===== src/hdl/lru_cache_set_assert.svh =====
// Assertion macros for the LRU cache set.
// Used by lru_cache_set.sv; relies on clock and reset being in scope.
`ifndef LRU_CACHE_SET_ASSERT_SVH
`define LRU_CACHE_SET_ASSERT_SVH

// Same-cycle implication, idle during reset.
`define LCS_ASSERT_NOW(label, ante, cons) \
   label: assert property (@(posedge clock) disable iff (reset) (ante) |-> (cons)) \
      else $error("lru_cache_set: same-cycle check failed");

// Next-cycle implication, idle during reset.
`define LCS_ASSERT_NEXT(label, ante, cons) \
   label: assert property (@(posedge clock) disable iff (reset) (ante) |=> (cons)) \
      else $error("lru_cache_set: next-cycle check failed");

`endif


===== src/hdl/lcs_pkg.sv =====
// Package for the LRU cache set: operation codes, word structs, cell control.
// No dependencies.
package lcs_pkg;

   localparam int WAYS_DEFAULT     = 8;
   localparam int TAG_BITS_DEFAULT = 32;
   localparam int IO_TAG_BITS      = 32;

   typedef enum logic [1:0] {
      OP_READ  = 2'd0,
      OP_WRITE = 2'd1,
      OP_FILL  = 2'd2,
      OP_FLUSH = 2'd3
   } op_type;

   // Request word
   typedef struct packed {
      op_type                   operation;
      logic [IO_TAG_BITS-1:0]   tag_in;
   } req_type;

   // Response word
   typedef struct packed {
      logic                     hit;
      logic [IO_TAG_BITS-1:0]   victim_tag;
      logic                     victim_valid;
      logic                     victim_dirty;
   } rsp_type;

   // Per-cycle control broadcast to every cell
   typedef struct packed {
      logic lookup;  // accepted read or write
      logic fill;    // accepted fill
      logic flush;   // accepted flush
   } lcs_ctrl_type;

endpackage


===== src/hdl/lcs_cell.sv =====
// One recency slot of the LRU cache set: tag, valid and dirty of one entry.
// Depends on lcs_pkg. Slots are chained newest to oldest.
module lcs_cell import lcs_pkg::*; #(
   parameter int TAG_BITS = TAG_BITS_DEFAULT
) (
   input  logic                clock,
   input  logic                reset,
   input  lcs_ctrl_type        ctrl,
   input  logic [TAG_BITS-1:0] lookup_tag,
   // a lookup hit somewhere in the chain
   input  logic                any_hit,
   // entry handed down from the newer neighbor
   input  logic [TAG_BITS-1:0] prev_tag,
   input  logic                prev_valid,
   input  logic                prev_dirty,
   // match-seen chain
   input  logic                seen_in,
   output logic                seen_out,
   // selected-entry chain (first match, newest side)
   input  logic [TAG_BITS-1:0] sel_tag_in,
   input  logic                sel_dirty_in,
   output logic [TAG_BITS-1:0] sel_tag_out,
   output logic                sel_dirty_out,
   // current contents
   output logic [TAG_BITS-1:0] cur_tag,
   output logic                cur_valid,
   output logic                cur_dirty,
   // contents after this cycle
   output logic [TAG_BITS-1:0] nxt_tag,
   output logic                nxt_valid,
   output logic                nxt_dirty
);

   logic [TAG_BITS-1:0] tag_ff;
   logic [TAG_BITS-1:0] tag_in;
   logic                valid_ff;
   logic                valid_in;
   logic                dirty_ff;
   logic                dirty_in;
   logic                match;
   logic                first;
   logic                shift;

   // Tag compare and priority chain
   assign match         = ctrl.lookup & valid_ff & (tag_ff == lookup_tag);
   assign first         = match & ~seen_in;
   assign seen_out      = seen_in | match;
   assign sel_tag_out   = sel_tag_in | (first ? tag_ff : '0);
   assign sel_dirty_out = sel_dirty_in | (first & dirty_ff);

   // Slots up to and including the hit slot move one older; fill moves all
   assign shift = ctrl.fill | (ctrl.lookup & any_hit & ~seen_in);

   always_comb begin
      tag_in   = tag_ff;
      valid_in = valid_ff;
      dirty_in = dirty_ff;
      if (ctrl.flush) begin
         valid_in = 1'b0;
         dirty_in = 1'b0;
      end else if (shift) begin
         tag_in   = prev_tag;
         valid_in = prev_valid;
         dirty_in = prev_dirty;
      end
   end

   always_ff @(posedge clock) begin
      if (reset) begin
         tag_ff   <= '0;
         valid_ff <= 1'b0;
         dirty_ff <= 1'b0;
      end else begin
         tag_ff   <= tag_in;
         valid_ff <= valid_in;
         dirty_ff <= dirty_in;
      end
   end

   assign cur_tag   = tag_ff;
   assign cur_valid = valid_ff;
   assign cur_dirty = dirty_ff;
   assign nxt_tag   = tag_in;
   assign nxt_valid = valid_in;
   assign nxt_dirty = dirty_in;

endmodule


===== src/hdl/lru_cache_set.sv =====
// LRU cache set, top level: each accepted request word yields a registered response word.
// Throughput one word per cycle while req_stall is low; the slot chain compare
// and reorder complete in the accept cycle, so the next word sees the updated order.
// Output register decouples the sides; req_stall follows rsp_stall on a held word.
// Synchronous reset empties every slot; req_stall is high during it.
// Depends on lcs_pkg, lcs_cell and lru_cache_set_assert.svh.
`include "lru_cache_set_assert.svh"

module lru_cache_set import lcs_pkg::*; #(
   parameter int WAYS     = WAYS_DEFAULT,
   parameter int TAG_BITS = TAG_BITS_DEFAULT
) (
   input  logic    clock,
   input  logic    reset,
   input  logic    req_valid,
   output logic    req_stall,
   input  req_type req_data,
   output logic    rsp_valid,
   input  logic    rsp_stall,
   output rsp_type rsp_data
);

   localparam int TagCopy = (TAG_BITS < IO_TAG_BITS) ? TAG_BITS : IO_TAG_BITS;

   logic                accept;
   lcs_ctrl_type        ctrl;
   logic [TAG_BITS-1:0] lookup_tag;
   logic [TAG_BITS-1:0] ins_tag;
   logic                ins_dirty;
   logic                rsp_valid_ff;
   logic                rsp_valid_in;
   rsp_type             rsp_data_ff;
   rsp_type             rsp_data_in;

   logic [TAG_BITS-1:0] cur_tag   [WAYS];
   logic                cur_valid [WAYS];
   logic                cur_dirty [WAYS];
   logic [TAG_BITS-1:0] nxt_tag   [WAYS];
   logic                nxt_valid [WAYS];
   logic                nxt_dirty [WAYS];
   logic                seen      [WAYS+1];
   logic [TAG_BITS-1:0] sel_tag   [WAYS+1];
   logic                sel_dirty [WAYS+1];
   logic [WAYS-1:0]     dirty_bad;

   // Handshake
   assign req_stall = reset | (rsp_valid_ff & rsp_stall);
   assign accept    = req_valid & ~req_stall;

   // Decode
   always_comb begin
      ctrl.lookup = accept & ((req_data.operation == OP_READ) ||
                              (req_data.operation == OP_WRITE));
      ctrl.fill   = accept & (req_data.operation == OP_FILL);
      ctrl.flush  = accept & (req_data.operation == OP_FLUSH);
   end

   always_comb begin
      lookup_tag = '0;
      lookup_tag[TagCopy-1:0] = req_data.tag_in[TagCopy-1:0];
   end

   // Entry inserted at the newest slot: new tag on fill, promoted hit otherwise
   always_comb begin
      if (ctrl.fill) begin
         ins_tag   = lookup_tag;
         ins_dirty = 1'b0;
      end else begin
         ins_tag   = sel_tag[WAYS];
         ins_dirty = sel_dirty[WAYS] | (req_data.operation == OP_WRITE);
      end
   end

   assign seen[0]      = 1'b0;
   assign sel_tag[0]   = '0;
   assign sel_dirty[0] = 1'b0;

   // Slot chain, newest at index 0
   for (genvar i = 0; i < WAYS; i++) begin : g_slot
      logic [TAG_BITS-1:0] p_tag;
      logic                p_valid;
      logic                p_dirty;

      if (i == 0) begin : g_head
         assign p_tag   = ins_tag;
         assign p_valid = 1'b1;
         assign p_dirty = ins_dirty;
      end else begin : g_link
         assign p_tag   = cur_tag[i-1];
         assign p_valid = cur_valid[i-1];
         assign p_dirty = cur_dirty[i-1];
      end

      lcs_cell #(
         .TAG_BITS (TAG_BITS)
      ) u_cell (
         .clock         (clock),
         .reset         (reset),
         .ctrl          (ctrl),
         .lookup_tag    (lookup_tag),
         .any_hit       (seen[WAYS]),
         .prev_tag      (p_tag),
         .prev_valid    (p_valid),
         .prev_dirty    (p_dirty),
         .seen_in       (seen[i]),
         .seen_out      (seen[i+1]),
         .sel_tag_in    (sel_tag[i]),
         .sel_dirty_in  (sel_dirty[i]),
         .sel_tag_out   (sel_tag[i+1]),
         .sel_dirty_out (sel_dirty[i+1]),
         .cur_tag       (cur_tag[i]),
         .cur_valid     (cur_valid[i]),
         .cur_dirty     (cur_dirty[i]),
         .nxt_tag       (nxt_tag[i]),
         .nxt_valid     (nxt_valid[i]),
         .nxt_dirty     (nxt_dirty[i])
      );

      assign dirty_bad[i] = cur_dirty[i] & ~cur_valid[i];
   end

   // Response word: hit plus the oldest slot after the update
   always_comb begin
      rsp_data_in              = '0;
      rsp_data_in.hit          = ctrl.lookup & seen[WAYS];
      rsp_data_in.victim_tag[TagCopy-1:0] = nxt_tag[WAYS-1][TagCopy-1:0];
      rsp_data_in.victim_valid = nxt_valid[WAYS-1];
      rsp_data_in.victim_dirty = nxt_dirty[WAYS-1];
   end

   always_comb begin
      rsp_valid_in = rsp_valid_ff;
      if (accept) begin
         rsp_valid_in = 1'b1;
      end else if (!rsp_stall) begin
         rsp_valid_in = 1'b0;
      end
   end

   always_ff @(posedge clock) begin
      if (reset) begin
         rsp_valid_ff <= 1'b0;
      end else begin
         rsp_valid_ff <= rsp_valid_in;
      end
   end

   always_ff @(posedge clock) begin
      if (accept) begin
         rsp_data_ff <= rsp_data_in;
      end
   end

   assign rsp_valid = rsp_valid_ff;
   assign rsp_data  = rsp_data_ff;

   // Checks
   `LCS_ASSERT_NOW(a_dirty_only_valid, 1'b1, dirty_bad == '0)
   `LCS_ASSERT_NEXT(a_fill_no_hit, ctrl.fill || ctrl.flush, rsp_valid && !rsp_data.hit)
   `LCS_ASSERT_NEXT(a_flush_empty, ctrl.flush, !rsp_data.victim_valid && !rsp_data.victim_dirty)
   `LCS_ASSERT_NEXT(a_fill_newest, ctrl.fill, cur_valid[0] && !cur_dirty[0])

endmodule


===== config.mk =====
export PLATFORM = sky130hd
export DESIGN_NAME = lru_cache_set
export DESIGN_NICKNAME = d
export VERILOG_FILES = /design/src/hdl/lcs_pkg.sv /design/src/hdl/lcs_cell.sv /design/src/hdl/lru_cache_set.sv
export VERILOG_INCLUDE_DIRS = /design/src /design/src/hdl
export SDC_FILE = /design/constraint.sdc
export NUM_CORES = 1
export LEC_CHECK = 0
export BUFFER_PORTS_ARGS = -buffer_cell sky130_fd_sc_hd__buf_2
export CORE_ASPECT_RATIO = 1.4
export CORE_MARGIN = 2
export CORE_UTILIZATION = 62
export DETAILED_ROUTE_END_ITERATION = 6
export PLACE_DENSITY = 0.8
export SYNTH_ARGS = -nofsm -noshare
export SYNTH_HDL_FRONTEND = slang
export SYNTH_SLANG_ARGS = --single-unit

===== constraint.sdc =====
create_clock -name clock -period 4.4 [get_ports clock]
set_clock_uncertainty 0.1 [all_clocks]
set_input_delay 0.88 -clock clock [delete_from_list [all_inputs] [get_ports clock]]
set_output_delay 0.88 -clock clock [all_outputs]
set_load 0.05 [all_outputs]

==> After elaboration in Yosys (flattened, before gate mapping) <==
Cells that the tools add are included.
{ "op_classes": {"n_addsub": 0, "multipliers": 0, "div": 0, "n_lt_le_gt_ge": 0, "eq_ne": 12, "n_shift": 0, "muxes": 18, "bitwise": 84, "n_reduce_logical": 10} }
{ "ops": {"columns": ["operator", "n"], "rows": [
  ["$mux 32", 11],
  ["$eq 32x32->1", 8],
  ["$or 32x32->32", 7],
  ["$and 1x1->1", 44],
  ["$or 1x1->1", 24],
  ["$reduce_and 2->1", 7],
  ["$not 1->1", 9],
  ["$mux 1", 7],
  ["$eq 2x2->1 const B", 2],
  ["$eq 2x1->1 const B", 1],
  ["$logic_not 2->1", 1],
  ["$ne 2x1->1 const B", 1],
  ["$reduce_or 2->1", 1],
  ["$logic_or 1x1->1", 1]
]} }
{ "totals": {"reg_bits": 308, "latchBits": 0, "mem_bits_rw": 0, "mem_bits_ro": 0, "in_bits": 38, "output_inout_bits": 37, "elab_cells": 153, "n_memories": 0} }

==> Depth between registers and ports, before layout <==
Gate-level depths: netlist of run 1.
{ "depth": {"depth_word": 19, "ltp_mapped": 15, "mapped_depth_nobuf": 9} }

==> Modules after synthesis <==
From an unflattened synthesis of run 1, not the netlist that was laid out.
{ "unflattened": {"cells_unflattened": 2262, "hier_area_um2": 21570.7} }
{ "by_module_without_submodules": {"columns": ["module", "n_inst", "cells_per_inst", "area_per_inst_um2", "seq_area_each_um2"], "rows": [
  ["lcs_cell", 8, 272, 2502.4, 680.7],
  ["lru_cache_set", 1, 86, 1551.5, 1071.0]
]} }

==> Worst setup path after synthesis of run 1 <==
No wires, ideal clock.
{ "synth_path": {"path_type": "input-to-reg", "startpoint": "input port reset", "endpoint": "register g_slot[5].u_cell.tag_ff[10]", "arrival_time_ps": 3786, "t_required_ps": 4172, "slack_ps": 387, "stages": 13, "n_path_buf": 5, "path_cell_list": "buf_2 > a21oi_2 > and2_1 > clkbuf_1 > nand2_1 > nor2_1 > nor4_1 > buf_4 > nor3_1 > buf_2 > buf_6 > mux2i_1 > nor2_1"} }
{ "synth_via": {"elab_chain_len": 17, "elab_cells_between_ends": 35} }
{ "synth_rtl": {"columns": ["element", "line", "text"], "rows": [
  ["start: declaration", "lru_cache_set.sv:14", "input logic reset,"],
  ["$or 1x1->1 (*)", "lru_cache_set.sv:47", "assign req_stall = reset | (rsp_valid_ff & rsp_stall);"],
  ["$not 1->1 (*)", "lru_cache_set.sv:48", "assign accept = req_valid & ~req_stall;"],
  ["$and 1x1->1 (*)", "lru_cache_set.sv:48", null],
  ["via accept", "lru_cache_set.sv:25", "logic accept;"],
  ["$and 1x1->1", "lru_cache_set.sv:52", "ctrl.lookup = accept & ((req_data.operation == OP_READ) ||"],
  ["$and 1x1->1 (2 in a row)", "lcs_cell.sv:45", "assign match = ctrl.lookup & valid_ff & (tag_ff == lookup_tag);"],
  ["$or 1x1->1 (7 in a row)", "lcs_cell.sv:47", "assign seen_out = seen_in | match;"],
  ["$and 1x1->1 (2 in a row)", "lcs_cell.sv:52", "assign shift = ctrl.fill | (ctrl.lookup & any_hit & ~seen_in);"],
  ["$or 1x1->1", "lcs_cell.sv:52", null],
  ["$reduce_and 2->1 (no source line) (*)", null, null],
  ["end signal: assignment", "lcs_cell.sv:74", "tag_ff <= tag_in;"],
  ["end: declaration", "lcs_cell.sv:34", "logic [TAG_BITS-1:0] tag_ff;"]
]} }
The timed path passes the listed nets; every way through them passes the cells marked *.
A chain may end at the register's enable or synchronous reset.

==> Final worst setup path of run 1 <==
{ "layout_path": {"startpoint": "input port req_data[22] (netlist name)", "endpoint": "register g_slot[5].u_cell.tag_ff[11]"} }
{ "layout_via": {"elab_chain_len": 13, "elab_cells_between_ends": 28} }
{ "layout_rtl": {"columns": ["element", "line", "text"], "rows": [
  ["start: declaration", "lru_cache_set.sv:17", "input req_type req_data,"],
  ["$eq 32x32->1", "lcs_cell.sv:45", null],
  ["$and 1x1->1", "lcs_cell.sv:45", null],
  ["$or 1x1->1 (7 in a row)", "lcs_cell.sv:47", null],
  ["$and 1x1->1", "lcs_cell.sv:52", null],
  ["$and 1x1->1 (*)", "lcs_cell.sv:52", null],
  ["$or 1x1->1 (*)", "lcs_cell.sv:52", null],
  ["$reduce_and 2->1 (no source line) (*)", null, null]
]} }
Every way passes the cells marked *; elsewhere a longest branch is shown, timed or not.

==> results.json, run 1 <==
{
  "power.total_mw": 6.02,
  "status": "finished with violations",
  "syn2layout_area_growth_pct": 13.2,
  "crit_arrival_ps": 4170,
  "crit_required_ps": 4720,
  "syn_area_mm2": 0.0159,
  "cp_slowest_cell": "or4_1",
  "grt_pass1_vias": 14300,
  "grt_pass1_wl_mm": 95.3,
  "holdBufCountCts": 0,
  "ys_warn_count": 0,
  "fin_hold_ws_ps": 369,
  "syn_inst": 1712,
  "grt_overflow": 0,
  "num_rows": 69,
  "hold_viol": 0,
  "cts_root_buf": "clkbuf_16",
  "final_nets": 1806,
  "cts.sinks": 308,
  "insertion_delay_ps": 580,
  "final_cell_mix": "dfxtp_1, nor2_1, xor2_1, mux2i_1, nand2_1",
  "drc": 3,
  "die_w_um": 139,
  "final_common_cell": "dfxtp_1",
  "synth-simple-area-share": 0.147,
  "final_util": 0.711,
  "synthAdderAreaFrac": 0,
  "drt-pass1-iter-count": 7,
  "vdd_drop_max_uv": 500,
  "power_density_mw_per_mm2": 334,
  "antenna_cells": 0,
  "r2r_slack_ps": 660,
  "fp.dieH_um": 193,
  "ctsResizeCount": 0,
  "synth_top_family_by_area": "simple AND/OR/NAND/NOR gates",
  "synthArstFlopShare": 0,
  "setup_tns_ps": 0,
  "initial_core_util": 0.628,
  "ys_types": 56,
  "path_clk_slew_ps": 60,
  "synth-main-ff-cell": "dfxtp_1",
  "synth-seq-area-share": 0.410,
  "dieArea_mm2": 0.0270,
  "grt_antenna_before_repair": 1,
  "routed-via-count": 14900,
  "path_buf_inv": 4,
  "seq_area_mm2": 0.00652,
  "cts_tree": "built",
  "slew_headroom": 0.313,
  "wl_per_cell_um": 30.9,
  "core_mm2": 0.0253,
  "muxShareOfSynthArea": 0.116,
  "startpoint_type": "input port",
  "dp_hpwl_mm": 44.9,
  "tightest_slew_ps": 1030,
  "synthXorXnorAreaFrac": 0.133,
  "nFillCells": 1857,
  "drive_gt1_frac": 0.154,
  "cts_buffers": 29,
  "multi_input_area_mm2": 0.00867,
  "synth_edf_count": 35,
  "syn-num-nets": 1750,
  "crit_family": "simple AND/OR/NAND/NOR gates",
  "cts.htree.levels": 1,
  "crit_path_end_kind": "register",
  "max_freq_mhz": 260,
  "rsz0062_at_grt": "false",
  "synth-compound-area-share": 0.144,
  "avgSynthCellArea_um2": 9.29,
  "wirelength_mm": 65.2,
  "slowest_delay_ps": 650,
  "critPathMaxFanout": 8,
  "setup_violations": 0,
  "failed_checks": "design-rule violations",
  "ys_seq_elements": 308,
  "globalRouteTotalUtil": 0.473,
  "clockBufferDepth": 3,
  "max-cap-violations": 0,
  "routabilityCongestion": 1.07,
  "post-cts-setup-buffers": 0,
  "grt_max_degree": 93,
  "path_cells": "buf_2 > buf_4 > xor2_1 > nor4_1 > nand4_1 > or4_1 > nand2_1 > nor4_2 > nor3_2 > buf_4 > buf_12 > mux2i_1 > nor2_1",
  "critPathMostFrequentCell": "buf_4",
  "fin_crit_ps": 3850,
  "drtAntennaViolNets": 0,
  "fin_crit_sh": 0.875,
  "io_pins": 75,
  "port_buffers": 74,
  "worstHoldPathType": "reg2reg",
  "first_iter_violations": 2144,
  "drv_slew": 0,
  "crit_type": "in2reg",
  "leakage_nw": 7.21,
  "viasPerCell": 7.06
}
==> path summary, 6_finish.rpt <==
check / startpoint / to / depth (start not counted)
setup reg to reg: g_slot[2].u_cell.cur_tag[28]$_SDFFE_PP0P_ / g_slot[0].u_cell.cur_tag[28]$_SDFFE_PP0P_ / 13
setup / recovery: req_data[22] / g_slot[5].u_cell.cur_tag[11]$_SDFFE_PP0P_ / 13
hold reg to reg: g_slot[3].u_cell.cur_dirty$_SDFFE_PP0P_ / g_slot[4].u_cell.cur_dirty$_SDFFE_PP0P_ / 2
hold / removal: g_slot[3].u_cell.cur_dirty$_SDFFE_PP0P_ / g_slot[4].u_cell.cur_dirty$_SDFFE_PP0P_ / 2
==> cell usage after synthesis, types with 2 or more instances <==
| cell type | instances | area share |
|---|---|---|
| dfxtp_1 | 273 | 0.34 |
| nor2_1 | 230 | 0.054 |
| xor2_1 | 168 | 0.093 |
| mux2i_1 | 137 | 0.086 |
| nand2_1 | 80 | 0.019 |
| a21oi_1 | 77 | 0.024 |
| clkbuf_1 | 75 | 0.018 |
| xnor2_1 | 73 | 0.040 |
| o21ai_0 | 71 | 0.022 |
| a221oi_1 | 65 | 0.036 |
| nor4_1 | 46 | 0.018 |
| buf_2 | 43 | 0.014 |
| nand3_1 | 39 | 0.012 |
| nor2b_1 | 38 | 0.015 |
| edfxtp_1 | 35 | 0.066 |
| a22oi_1 | 33 | 0.016 |
| a22o_1 | 32 | 0.018 |
| a2bb2oi_1 | 32 | 0.018 |
| nand4_1 | 32 | 0.013 |
| mux2_4 | 28 | 0.026 |
| inv_1 | 16 | 0.0038 |
| buf_4 | 13 | 0.0061 |
| buf_6 | 13 | 0.0092 |
| nor3_1 | 12 | 0.0038 |
| mux2_2 | 4 | 0.0028 |
| nand2b_1 | 4 | 0.0016 |
| o22ai_1 | 4 | 0.0016 |
| or4_1 | 4 | 0.0019 |
| a31oi_1 | 3 | 0.0012 |
| a2111oi_0 | 2 | 0.0011 |
| and2_1 | 2 | 0.00079 |
| nor2_2 | 2 | 0.00079 |
| o31ai_1 | 2 | 0.00094 |
| or3_1 | 2 | 0.00079 |
==> final cells by class <==
cell class | count | share of cell area
Clock inverter | 11 | 0.00549
Clock buffer | 43 | 0.0495
Inverter | 16 | 0.00334
Multi-Input combinational cell | 1243 | 0.482
Tap cell | 319 | 0.0222
Sequential cell | 308 | 0.362
Timing Repair Buffer | 170 | 0.0750
==> power breakdown <==
| group | switching, mW | total, mW | internal, mW | leakage, nW |
|---|---|---|---|---|
| clock | 1.12 | 2.59 | 1.46 | 0.481 |
| sequential | 0.0197 | 2.88 | 2.86 | 2.54 |
| combinational | 0.394 | 0.551 | 0.158 | 4.19 |
| total | 1.54 | 6.02 | 4.48 | 7.21 |
==> state kept, by name (all words and copies together), names as in the netlist <==
name                     cells
g_slot.u_cell.cur_dirty      8
rsp_data                    35
g_slot.u_cell.cur_tag      256
rsp_valid                    1
g_slot.u_cell.cur_valid      8
==> worst reg2reg max path: stages, from the launching register on <==
cell       delay (ps)
dfxtp_1           350
xor2_1            170
buf_4             170
nor4_1            370
buf_4             180
nand4_1           200
or4_1             640
buf_4             200
nor3b_2           190
buf_12            210
a221oi_1          350
a2bb2oi_1         210
nand3_1           100
a22o_1            190
==> through the flow <==
step	setup slack [ps]	instances	instance area, um^2
finish	552	2110	18000
global route	478	2110	18000
CTS	589	2110	18000
detailed placement	22.8	2056	17000
global placement	26.7	2056	17000
floorplan	387	1712	15900
==> kinds of logic (layout without fill, tap and decap cells) <==
kind of cell,after synthesis,in the layout
compound gates,331,331
xor+xnor,241,241
buf+inv,161,240
flops,308,308
mux,169,169
simple gates,502,502
==> layer usage <==
layer	global-route usage	part of all wire
met1	0.584	0.34
met2	0.724	0.43
met3	0.105	0.13
met4	0.344	0.10
met5	0	0
(Power assumes the default switching activity.)
==> run 2, diff against run 1 <==
--- a/config.mk
+++ b/config.mk
@@ -9,9 +9,11 @@
 export BUFFER_PORTS_ARGS = -buffer_cell sky130_fd_sc_hd__buf_2
 export CORE_ASPECT_RATIO = 1.4
 export CORE_MARGIN = 2
-export CORE_UTILIZATION = 62
+export CORE_UTILIZATION = 55
 export DETAILED_ROUTE_END_ITERATION = 6
-export PLACE_DENSITY = 0.8
+export PLACE_DENSITY = 0.73
+export RECOVER_POWER = 25
+export SKIP_CTS_REPAIR_TIMING = 1
 export SYNTH_ARGS = -nofsm -noshare
 export SYNTH_HDL_FRONTEND = slang
 export SYNTH_SLANG_ARGS = --single-unit
==> run 2 against run 1 <==
- highest routed layer unchanged
- clock-buffer cell count rose by 3
- clock power rose by 11%
- global-route usage fell by 7.0 points
- the flow finishes with violations (max-capacitance violations, max-slew violations)
- largest cell class unchanged
==> results.json, run 2 (synthesized netlist as in run 1, its figures left out) <==
{
  "wl_per_cell_um": 28.6,
  "crit_type": "in2reg",
  "multi_input_area_mm2": 0.00866,
  "cts.sinks": 308,
  "setup_violations": 0,
  "grt_pass1_vias": 13500,
  "rsz0062_at_grt": "false",
  "status": "finished with violations",
  "clockBufferDepth": 3,
  "path_cells": "buf_2 > xor2_1 > buf_4 > nor4_1 > buf_4 > nand4_1 > or3_1 > nand2_1 > nand3_1 > o21ai_4 > clkbuf_1 > mux2i_1 > nor2_1",
  "viasPerCell": 6.59,
  "routed-via-count": 14200,
  "grt_pass1_wl_mm": 90.7,
  "power.total_mw": 6.29,
  "reg2reg_from": "g_slot[7].u_cell.cur_tag[19]$_SDFF_PP0_",
  "routabilityCongestion": 1.10,
  "top_layer_used": "met4",
  "wl_met3_mm": 6.17,
  "crit_path_end_kind": "register",
  "failed_checks": "max-capacitance violations, max-slew violations",
  "worstHoldPathType": "reg2reg",
  "slowest_delay_ps": 740,
  "max_freq_mhz": 247,
  "dp_hpwl_mm": 43.3,
  "largest_register_ffs": 256,
  "first_iter_violations": 1992,
  "fin_crit_ps": 4040,
  "hp-start": "g_slot[0].u_cell.cur_dirty$_SDFFE_PP0P_",
  "tightest_slew_ps": 2640,
  "hold_viol": 0,
  "grt_antenna_before_repair": 0,
  "grt_overflow": 0,
  "critPathMaxFanout": 9,
  "leakage_nw": 7.09,
  "setup_tns_ps": 0,
  "crit_arrival_ps": 4360,
  "fin_hold_ws_ps": 372,
  "cp_slowest_cell": "clkbuf_1",
  "globalRouteTotalUtil": 0.403,
  "hold_depth": 2,
  "insertion_delay_ps": 580,
  "drc": 0,
  "final_nets": 1799,
  "drv_slew": 124,
  "cts_tree": "built",
  "drt-pass1-iter-count": 5,
  "final_common_cell": "dfxtp_1",
  "core_mm2": 0.0284,
  "drtAntennaViolNets": 0,
  "worstRegToRegCells": 12,
  "startpoint_type": "input port",
  "cts_buffers": 31,
  "die_w_um": 148,
  "final_cell_mix": "dfxtp_1, nor2_1, xor2_1, mux2i_1, nand2_1",
  "drive_gt1_frac": 0.127,
  "dieArea_mm2": 0.0303,
  "met1Wirelength_mm": 22.9,
  "crit_required_ps": 4720,
  "cts_root_buf": "clkbuf_16",
  "fin_crit_sh": 0.919,
  "critPathMostFrequentCell": "buf_4",
  "syn2layout_area_growth_pct": 13.1,
  "worst_hold_path.endpoint": "g_slot[0].u_cell.cur_dirty$_SDFFE_PP0P_",
  "power_density_mw_per_mm2": 350,
  "vdd_drop_max_uv": 290,
  "wirelength_mm": 61.7,
  "nFillCells": 2390,
  "seq_area_mm2": 0.00652,
  "path_clk_slew_ps": 60,
  "port_buffers": 74,
  "grt_max_degree": 90,
  "antenna_cells": 0,
  "fp.dieH_um": 205,
  "initial_core_util": 0.560,
  "cts.htree.levels": 1,
  "max-cap-violations": 2,
  "r2r-end": "g_slot[6].u_cell.cur_tag[8]$_SDFFE_PP0P_",
  "slew_headroom": -0.762,
  "io_pins": 75,
  "r2r_slack_ps": 530,
  "met2_length_mm": 27.9,
  "num_rows": 73
}
[run 2: changes by cell type in the layout (fill, tap and decap cells not counted), moves of 2 or more]
cell,delta
clkbuf_2,+2
buf_2,-37
clkbuf_1,+42
bufinv_16,+4
buf_12,-4
buf_4,-10
clkinvlp_4,-2
clkinv_4,-2
[run 2: metrics by stage]
| step | util | setup WS [ps] | instances | cell area [um^2] |
|---|---|---|---|---|
| 6_report | 0.633 | 356 | 2160 | 18000 |
| 5_1_grt | 0.633 | 323 | 2160 | 18000 |
| 3_3_place_gp | 0.598 | 154 | 2103 | 17000 |
| 2_1_floorplan | - | 387 | 1712 | 15900 |
| 3_5_place_dp | 0.598 | 157 | 2103 | 17000 |
| 4_1_cts | 0.636 | 698 | 2160 | 18100 |
[run 2: area by class of cell]
cell class | instances | area share
Timing Repair Buffer | 161 | 0.0651
Tap cell | 375 | 0.0261
Inverter | 16 | 0.00334
Clock buffer | 46 | 0.0507
Clock inverter | 11 | 0.0106
Sequential cell | 308 | 0.362
Multi-Input combinational cell | 1243 | 0.482
[run 2: routing by layer]
layer  vias up  GRT usage
met5         -          0
met4         0      0.253
met3       257     0.0670
met2       966      0.641
met1      6853      0.508
li1       6168          -
[run 2: worst max-delay path: cells and delay by family]
| kind | cells | cell delay [ps] |
|---|---|---|
| AO/OA/AOI/OAI | 1 | 220 |
| XOR/XNOR | 1 | 190 |
| buffers and inverters | 4 | 1330 |
| multiplexers | 1 | 300 |
| AND/OR/NAND/NOR | 6 | 1430 |
[run 2: worst max-delay path by stage]
stage            startpoint                                         to  slack [ps]  cells past startpoint
5_1_grt        req_data[19]   g_slot[6].u_cell.cur_tag[8]$_SDFFE_PP0P_         320                     13
2_1_floorplan         reset  g_slot[5].u_cell.cur_tag[10]$_SDFFE_PP0P_         390                     13
6_report       req_data[19]   g_slot[6].u_cell.cur_tag[8]$_SDFFE_PP0P_         360                     13
3_3_place_gp    req_data[3]   g_slot[4].u_cell.cur_tag[3]$_SDFFE_PP0P_         150                     12
4_1_cts        req_data[18]  g_slot[4].u_cell.cur_tag[13]$_SDFFE_PP0P_         700                     12
3_5_place_dp   req_data[18]   g_slot[4].u_cell.cur_tag[5]$_SDFFE_PP0P_         160                     12
[run 2: report_power, final]
group	internal (mW)	switching [mW]
Combinational	0.151	0.383
Clock	1.72	1.15
Sequential	2.86	0.0178
==> run 3, diff against run 2 <==
--- a/config.mk
+++ b/config.mk
@@ -9,9 +9,8 @@
 export BUFFER_PORTS_ARGS = -buffer_cell sky130_fd_sc_hd__buf_2
 export CORE_ASPECT_RATIO = 1.4
 export CORE_MARGIN = 2
-export CORE_UTILIZATION = 55
+export CORE_UTILIZATION = 24
 export DETAILED_ROUTE_END_ITERATION = 6
-export PLACE_DENSITY = 0.73
 export RECOVER_POWER = 25
 export SKIP_CTS_REPAIR_TIMING = 1
 export SYNTH_ARGS = -nofsm -noshare
==> constraint.sdc (replaced) <==
create_clock -name clock -period 4.4 [get_ports clock]
set_clock_uncertainty 0.1 [all_clocks]
set_input_delay 0.88 -clock clock [delete_from_list [all_inputs] [get_ports clock]]
set_output_delay 0.88 -clock clock [all_outputs]
set_load 0.01 [all_outputs]
==> run 3 against run 2 <==
- first-iteration DRC count is 22% lower
- die area is 130% higher
- register-to-register slack worse by 340 ps
- sequential share of layout area is 1.3 points lower
- critical endpoint is now g_slot[5].u_cell.cur_tag[16]$_SDFFE_PP0P_
- the flow finishes with violations (design-rule violations, max-capacitance violations, max-slew violations)
- sequential power hardly changed
- largest cell class unchanged
==> results.json, run 3 (synthesized netlist as in run 1, its figures left out) <==
{
  "final_cell_mix": "dfxtp_1, nor2_1, xor2_1, mux2i_1, nand2_1",
  "core_mm2": 0.0656,
  "critPathMaxFanout": 15,
  "fin_area_mm2": 0.0187,
  "rsz0062_at_grt": "false",
  "first_iter_violations": 1545,
  "die_w_um": 222,
  "dp_hpwl_mm": 50.1,
  "grt_pass1_wl_mm": 101,
  "crit_path_end_kind": "register",
  "seq_area_mm2": 0.00652,
  "path_buf_inv": 3,
  "drc": 8,
  "path_cells": "buf_2 > xor2_1 > nor4_1 > nand4_1 > o2111ai_2 > nor4_2 > nor3_2 > buf_4 > buf_12 > mux2i_1 > nor2_1",
  "cts_tree": "built",
  "cts.sinks": 308,
  "routabilityCongestion": 1.05,
  "cts.htree.levels": 1,
  "setup_violations": 0,
  "cts_buffers": 30,
  "status": "finished with violations",
  "power_frac_seq": 0.459,
  "power_density_mw_per_mm2": 336,
  "fin_crit_ps": 4350,
  "worstHoldPathType": "reg2reg",
  "slowest_delay_ps": 1120,
  "wirelength_mm": 70.3,
  "path_clk_slew_ps": 70,
  "max-cap-violations": 2,
  "clockBufferDepth": 3,
  "hold_viol": 0,
  "grt_antenna_before_repair": 6,
  "swShare": 0.257,
  "final_common_cell": "dfxtp_1",
  "switching_power_mw": 1.61,
  "final_nets": 1806,
  "failed_checks": "design-rule violations, max-capacitance violations, max-slew violations",
  "multi_input_area_mm2": 0.00867,
  "slew_headroom": -0.722,
  "cts_root_buf": "clkbuf_16",
  "max_freq_mhz": 230,
  "viasPerCell": 5.37,
  "fp.dieH_um": 309,
  "power.clock.fraction": 0.459,
  "grt_pass1_vias": 14000,
  "insertion_delay_ps": 610,
  "r2r_slack_ps": 190,
  "tightest_slew_ps": 2580,
  "dieArea_mm2": 0.0683,
  "crit_required_ps": 4690,
  "routed-via-count": 14200,
  "crit_arrival_ps": 4640,
  "drtAntennaViolNets": 0,
  "syn2layout_area_growth_pct": 17.5,
  "largest_register_ffs": 256,
  "startpoint_type": "input port",
  "globalRouteTotalUtil": 0.201,
  "grt_overflow": 0,
  "drt-pass1-iter-count": 7,
  "crit_family": "simple AND/OR/NAND/NOR gates",
  "power.total_mw": 6.27,
  "drv_slew": 222,
  "drive_gt1_frac": 0.133,
  "io_pins": 75,
  "intPower_mw": 4.66,
  "crit_type": "in2reg",
  "initial_core_util": 0.242,
  "num_rows": 111,
  "grt_max_degree": 183,
  "port_buffers": 74,
  "cp_slowest_cell": "nor4_1",
  "placed_area_mm2": 0.0177,
  "fin_crit_sh": 0.989,
  "leakage_nw": 7.13,
  "wl_per_cell_um": 26.6,
  "nFillCells": 6923,
  "pwr-share-comb": 0.082,
  "vdd_drop_max_uv": 344
}
[run 3: cell count changes in the layout (fill, tap and decap cells not counted), moves of 3 or more]
cell,previous run,this run
buf_12,16,20
clkinv_2,3,7
clkbuf_1,47,43
clkbuf_8,9,4
buf_4,66,70
clkinvlp_4,1,4
[run 3: final cells by class]
class | count | share of cell area
Timing Repair Buffer | 169 | 0.0688
Antenna cell | 2 | 0.000268
Tap cell | 847 | 0.0567
Inverter | 16 | 0.00322
Multi-Input combinational cell | 1243 | 0.464
Clock buffer | 39 | 0.0470
Sequential cell | 308 | 0.349
Clock inverter | 17 | 0.0107
[run 3: worst reg2reg max path, cell delays in order, from the launching register on]
cell	delay, ps
dfxtp_1	400
xor2_1	210
nor4_1	1120
nand4_1	520
o2111ai_2	460
nor4_2	180
nor3_2	330
buf_4	230
buf_12	180
mux2i_1	240
nor2_1	50
[run 3: power by group through the flow]
stage / Combinational, mW / Clock (mW) / Sequential (mW)
floorplan: 0.279 / 0 / 2.94
global placement: 0.503 / 0 / 2.94
detailed placement: 0.504 / 0 / 2.94
CTS: 0.506 / 2.91 / 2.88
global route: 0.528 / 3.01 / 2.88
finish: 0.515 / 2.88 / 2.88
[run 3: metrics by stage]
stage / hold slack (ps) / util / std cells / setup slack, ps / TNS (ps)
global route: 383 / 0.285 / 2639 / 143 / 0
detailed placement: 352 / 0.270 / 2583 / -8.37 / -15.9
floorplan: 332 / - / 1712 / 387 / 0
finish: 357 / 0.285 / 2641 / 50.3 / 0
global placement: 340 / 0.270 / 2583 / 4.71 / 0
CTS: 358 / 0.286 / 2639 / 613 / 0
[run 3: final timing paths]
path,cells past startpoint,end,from
max,11,g_slot[5].u_cell.cur_tag[16]$_SDFFE_PP0P_,req_data[7]
min reg2reg,2,g_slot[4].u_cell.cur_dirty$_SDFFE_PP0P_,g_slot[3].u_cell.cur_dirty$_SDFFE_PP0P_
max reg2reg,10,g_slot[5].u_cell.cur_tag[16]$_SDFFE_PP0P_,g_slot[5].u_cell.cur_tag[7]$_SDFFE_PP0P_
min,2,g_slot[4].u_cell.cur_dirty$_SDFFE_PP0P_,g_slot[3].u_cell.cur_dirty$_SDFFE_PP0P_
[run 3: routing by layer]
layer / wire, um / global-route usage / share of wire
met5: 73 / 0 / 0.0010
met2: 33500 / 0.348 / 0.48
met4: 5640 / 0.137 / 0.080
met1: 25500 / 0.225 / 0.36
met3: 5530 / 0.0358 / 0.079
